**src/rtl/mpfd_pkg.sv**
```systemverilog
// ----------------------------------------------------------------------------
// mpfd_pkg
// shared types and codes for the page-mode framebuffer drawing engine
// ----------------------------------------------------------------------------
package mpfd_pkg;

  typedef enum logic [1:0] {
    OP_PIXEL = 2'd0,
    OP_HLINE = 2'd1,
    OP_VLINE = 2'd2,
    OP_READ  = 2'd3
  } op_t;

  localparam logic [15:0] COLOR_CLEAR  = 16'd0;
  localparam logic [15:0] COLOR_SET    = 16'd1;
  localparam logic [15:0] COLOR_INVERT = 16'd2;

  // controller to datapath
  typedef struct packed {
    logic load;    // capture item, compute clipped run
    logic clear;   // reset sweep write of one byte
    logic rd;      // issue memory read at current address
    logic wr;      // write modified byte, advance
    logic finish;  // load result register
  } cmd_t;

  // datapath to controller
  typedef struct packed {
    logic empty;      // run draws nothing
    logic last;       // current byte is the last of the run
    logic is_read;    // item is a frame read
    logic clear_done; // last byte of reset sweep
  } stat_t;

endpackage

```
**src/rtl/mpfd_ctrl.sv**
```systemverilog
// ----------------------------------------------------------------------------
// mpfd_ctrl
// sequencer: reset sweep, handshakes and read-modify-write per byte
// ----------------------------------------------------------------------------
module mpfd_ctrl (
  input  logic            clk,
  input  logic            rst,
  input  logic            s_tvalid,
  output logic            s_tready,
  output logic            m_tvalid,
  input  logic            m_tready,
  output logic            cfg_ready,
  output mpfd_pkg::cmd_t  cmd,
  input  mpfd_pkg::stat_t stat
);

  localparam logic [2:0] S_CLEAR = 3'd0;
  localparam logic [2:0] S_IDLE  = 3'd1;
  localparam logic [2:0] S_CHECK = 3'd2;
  localparam logic [2:0] S_READ  = 3'd3;
  localparam logic [2:0] S_WRITE = 3'd4;
  localparam logic [2:0] S_DONE  = 3'd5;

  logic [2:0] state;
  logic [2:0] state_next;
  logic       out_valid;
  logic       out_valid_next;

  assign s_tready  = (state == S_IDLE) && !out_valid;
  assign m_tvalid  = out_valid;
  assign cfg_ready = 1'b1;

  always_comb begin
    state_next     = state;
    out_valid_next = out_valid && !m_tready;
    cmd            = '0;
    unique case (state)
      S_CLEAR: begin
        // sweep counter holds at zero while reset is high
        cmd.clear = !rst;
        if (stat.clear_done) state_next = S_IDLE;
      end
      S_IDLE: begin
        if (s_tvalid && s_tready) begin
          cmd.load   = 1'b1;
          state_next = S_CHECK;
        end
      end
      S_CHECK: begin
        if (stat.is_read) begin
          cmd.rd = 1'b1;
          state_next = S_DONE;
        end else if (stat.empty) begin
          state_next = S_DONE;
        end else begin
          cmd.rd = 1'b1;
          state_next = S_WRITE;
        end
      end
      S_READ: begin
        cmd.rd = 1'b1;
        state_next = S_WRITE;
      end
      S_WRITE: begin
        cmd.wr = 1'b1;
        state_next = stat.last ? S_DONE : S_READ;
      end
      S_DONE: begin
        cmd.finish     = 1'b1;
        out_valid_next = 1'b1;
        state_next     = S_IDLE;
      end
      default: state_next = S_IDLE;
    endcase
  end

  always_ff @(posedge clk) begin
    if (rst) begin
      state     <= S_CLEAR;
      out_valid <= 1'b0;
    end else begin
      state     <= state_next;
      out_valid <= out_valid_next;
    end
  end

endmodule
```
**config.mk**
```make
export PLATFORM = sky130hd
export DESIGN_NAME = mpfd_ctrl
export DESIGN_NICKNAME = d
export VERILOG_FILES = /design/src/rtl/mpfd_pkg.sv /design/src/rtl/mpfd_ctrl.sv
export SDC_FILE = /design/constraint.sdc
export NUM_CORES = 1
export LEC_CHECK = 0
export BUFFER_PORTS_ARGS = -buffer_cell sky130_fd_sc_hd__buf_2
export CAP_MARGIN = 20
export CORE_AREA = 2 2 39 41
export DETAILED_ROUTE_END_ITERATION = 8
export DIE_AREA = 0 0 41 43
export SETUP_SLACK_MARGIN = 0.5
export SLEW_MARGIN = 20
export SYNTH_ARGS = -nofsm -noshare
export SYNTH_HDL_FRONTEND = slang
export SYNTH_SLANG_ARGS = --single-unit
```
**constraint.sdc**
```tcl
create_clock -name clk -period 1.2 [get_ports clk]
set_input_delay 0.24 -clock clk [delete_from_list [all_inputs] [get_ports clk]]
set_output_delay 0.24 -clock clk [all_outputs]
set_load 0.01 [all_outputs]
```
==> summary.txt <==
Status: finished with violations
Failing checks: negative setup slack
Maximum clock rate: 719.7 MHz
Mapped Area: 297.8 µm²
Top-area cell type share of the netlist area: 26.89%
Gr ovfl total: 0
Setup TNS: -729.3 ps
RSZ-0062 raised after global routing: true
Fin crit period: 1389 ps
Vert. Die Dim: 43 µm
DRC errors left: 0
Asr flop ratio synth: 0%
CP arrival: 1150 ps
Synthesized Nets: 41
Seq/Total Area, Yosys: 26.89%
Worst Setup Start Kind: flip-flop
Setup Skew: 1.959 ps
Synth Register Bits: 4
Inserted Clock Buffers: 3
Pin count of the biggest net entering global routing: 8
Final ANT Viol Nets: 0
Setup crit end kind: primary output
Post-Synth XOR/XNOR Area: 0%
NetSw: 0.0002434 W
Gate power share: 50.7%
Root Buffer: clkbuf_4
Main synth FF type: dfxtp_1
Final #Nets: 68
Multiplexer share of the synthesized area: 0%
Setup WS post-layout: -189.4 ps
ANT cells: 0
Synth Area in Simple Gates: 48.32%
Largest fanout on the critical path: 2
Synthesized area per cell: 9.024 µm²
Count of hold-fix buffers inserted at cts: 0
Clk pwr share: 23.5%
Pleak: 0.2700 nW
Row count: 14
Sequential share of power: 25.9%
Final HPWL DP: 553.2 µm
Compound-Gate Fraction of Synth Area: 11.76%
Vias per cell: 4.527
Synth area leader: dfxtp_1
Net Sw Frac: 33.34%
Hold Crit Class: in -> reg
Initial antenna violation count: 0
Gr usage total: 12.34%
Depth of the CTS H-tree: 1
Port buffer count: 14
Period utilization: 115.8%
Clk slew on worst S/H paths: 40 ps
Critical path type: reg -> out
Die Wd: 41 µm
Maximum clock insertion buffer count: 2
Initial Utilization: 21.52%
PD cells: 1190 nW/µm²
Total internal power: 0.0004865 W
Drt wl/cell: 11.88 µm
# Max-Cap Violations: 0
Layout cell share with drive strength beyond 1: 82.76%
Synth Area in Adders: 0%
Placer congestion estimate: 0.7127
Area grow syn2layout: 105.9%
Largest cells by area after synthesis: dfxtp_1 27%, nor4b_2 10%, nor4_4 7.1%
Vias in the first global route: 329
Ports: 16
Slowest CP cell: dfxtp_4
TritonRoute pass-1 iters: 1
Global-route wire length before repair: 1.386 mm
Worst hold margin: 258.6 ps
# setup viols final: 6
Final WL: 879 µm
CP required: 960 ps
Synth warn: 0
Drt initial violations: 0
Post-Synthesis Cells: 33
Largest family of logic cells by synthesized area: simple AND/OR/NAND/NOR gates
Synth cell types: 20
Critical Path, Cell by Cell: nor4b_4 > and2_4 > buf_6
Slowest stage delay, CP: 340 ps
Number of synthesized flops with an enable pin: 0
Clock sink count: 4
Vias: 335
Fin. Hold Viols: 0
Die area: 1763 µm²
Peak VDD IR: 0.7278 mV
Clock latency on the worst-skew pair: 240 ps
Slew Limit Fails: 0
CTS tree: done
CORE AREA: 1384 µm²
[cell type report]
type / instances / area, µm²
Multi-Input combinational cell: 24 / 266.5
Inverter: 1 / 3.754
Tap cell: 16 / 20.02
Fill cell: 141 / 770.7
Timing Repair Buffer: 26 / 205.2
Sequential cell: 4 / 95.09
Clock buffer: 3 / 22.52
[logic make-up (layout without fill, tap and decap cells)]
family,Yosys count,after routing
compound gates,6,6
buf+inv,5,30
flops,4,4
other cells,1,1
simple gates,17,17
[cell usage after synthesis (all sizes together) (2+ instances only)]
cell and n:
a21oi 4, buf 4, dfxtp 4, nor2 4
nor4 3, and3b 2, nand2b 2, nor4b 2
[sequential cells by signal, indices dropped and copies added (netlist names)]
name / count
m_tvalid: 1
state: 3
[routing by layer]
layer / part of all wire (%) / up-vias / track usage (%)
met5: 0 / - / 0
met4: 1.1 / 0 / 6.000
met3: 6.7 / 2 / 6.283
met2: 52 / 13 / 19.06
met1: 40 / 153 / 13.14
li1: - / 167 / -
[placed cells by master, fill, tap and decap left out]
cell and count:
and3b_4 1, a21oi_2 2, nor3b_4 1, nor2_4 1, nor4b_4 1, dfxtp_4 4, nor4_4 3, buf_2 11
a21oi_1 2, clkbuf_4 3, nand2b_4 2, buf_6 10, nor2b_4 1, conb_1 1, nand2_1 1, o22ai_1 1
inv_1 1, nor4b_2 1, and2_4 1, o31a_1 1, nor2_1 3, and3b_2 1, buf_4 5
[path summary, 6_finish.rpt]
path              startpoint        to  slack, ps  depth (start not counted)
setup / recovery    state[2]    cmd[4]       -190                          3
hold / removal           rst  m_tvalid        260                          2
setup reg to reg    state[2]  m_tvalid         10                          6
hold reg to reg     m_tvalid  m_tvalid        590                          3
[what timing repair did]
action                                 CTS  global route
setup buffers                            5             2
pin swaps                               10             4
resized for setup                       21             6
cloned                                   0             0
setup endpoints to repair               11            11
endpoints found under the hold margin    0             0
[power by group through the flow]
stage | combinational, W | clock, W | sequential, W
2_1_floorplan | 0.000195 | 0 | 0.000160
3_3_place_gp | 0.000231 | 0 | 0.000184
3_5_place_dp | 0.000233 | 0 | 0.000186
4_1_cts | 0.000323 | 0.000180 | 0.000189
5_1_grt | 0.000395 | 0.000203 | 0.000192
6_report | 0.000370 | 0.000171 | 0.000189
[metrics by stage]
stage	util, %	total power [W]	area (µm²)	instances	setup WS [ps]
6_report	44.30	0.0007298	613.1	74	-189.4
4_1_cts	40.51	0.0006920	560.5	72	-182.0
3_5_place_dp	30.02	0.0004182	415.4	64	-15.04
3_3_place_gp	30.02	0.0004154	415.4	64	20.27
5_1_grt	44.30	0.0007901	613.1	74	-245.2
2_1_floorplan	-	0.0003550	329.1	33	-5.817
[worst max-delay path: cells and delay by family (launching register included)]
kind	cells	cell delay, ps
AND/OR/NAND/NOR	2	480
flip-flops	1	340
buffers and inverters	1	90
No activity file was read; power rests on OpenSTA's default activity.
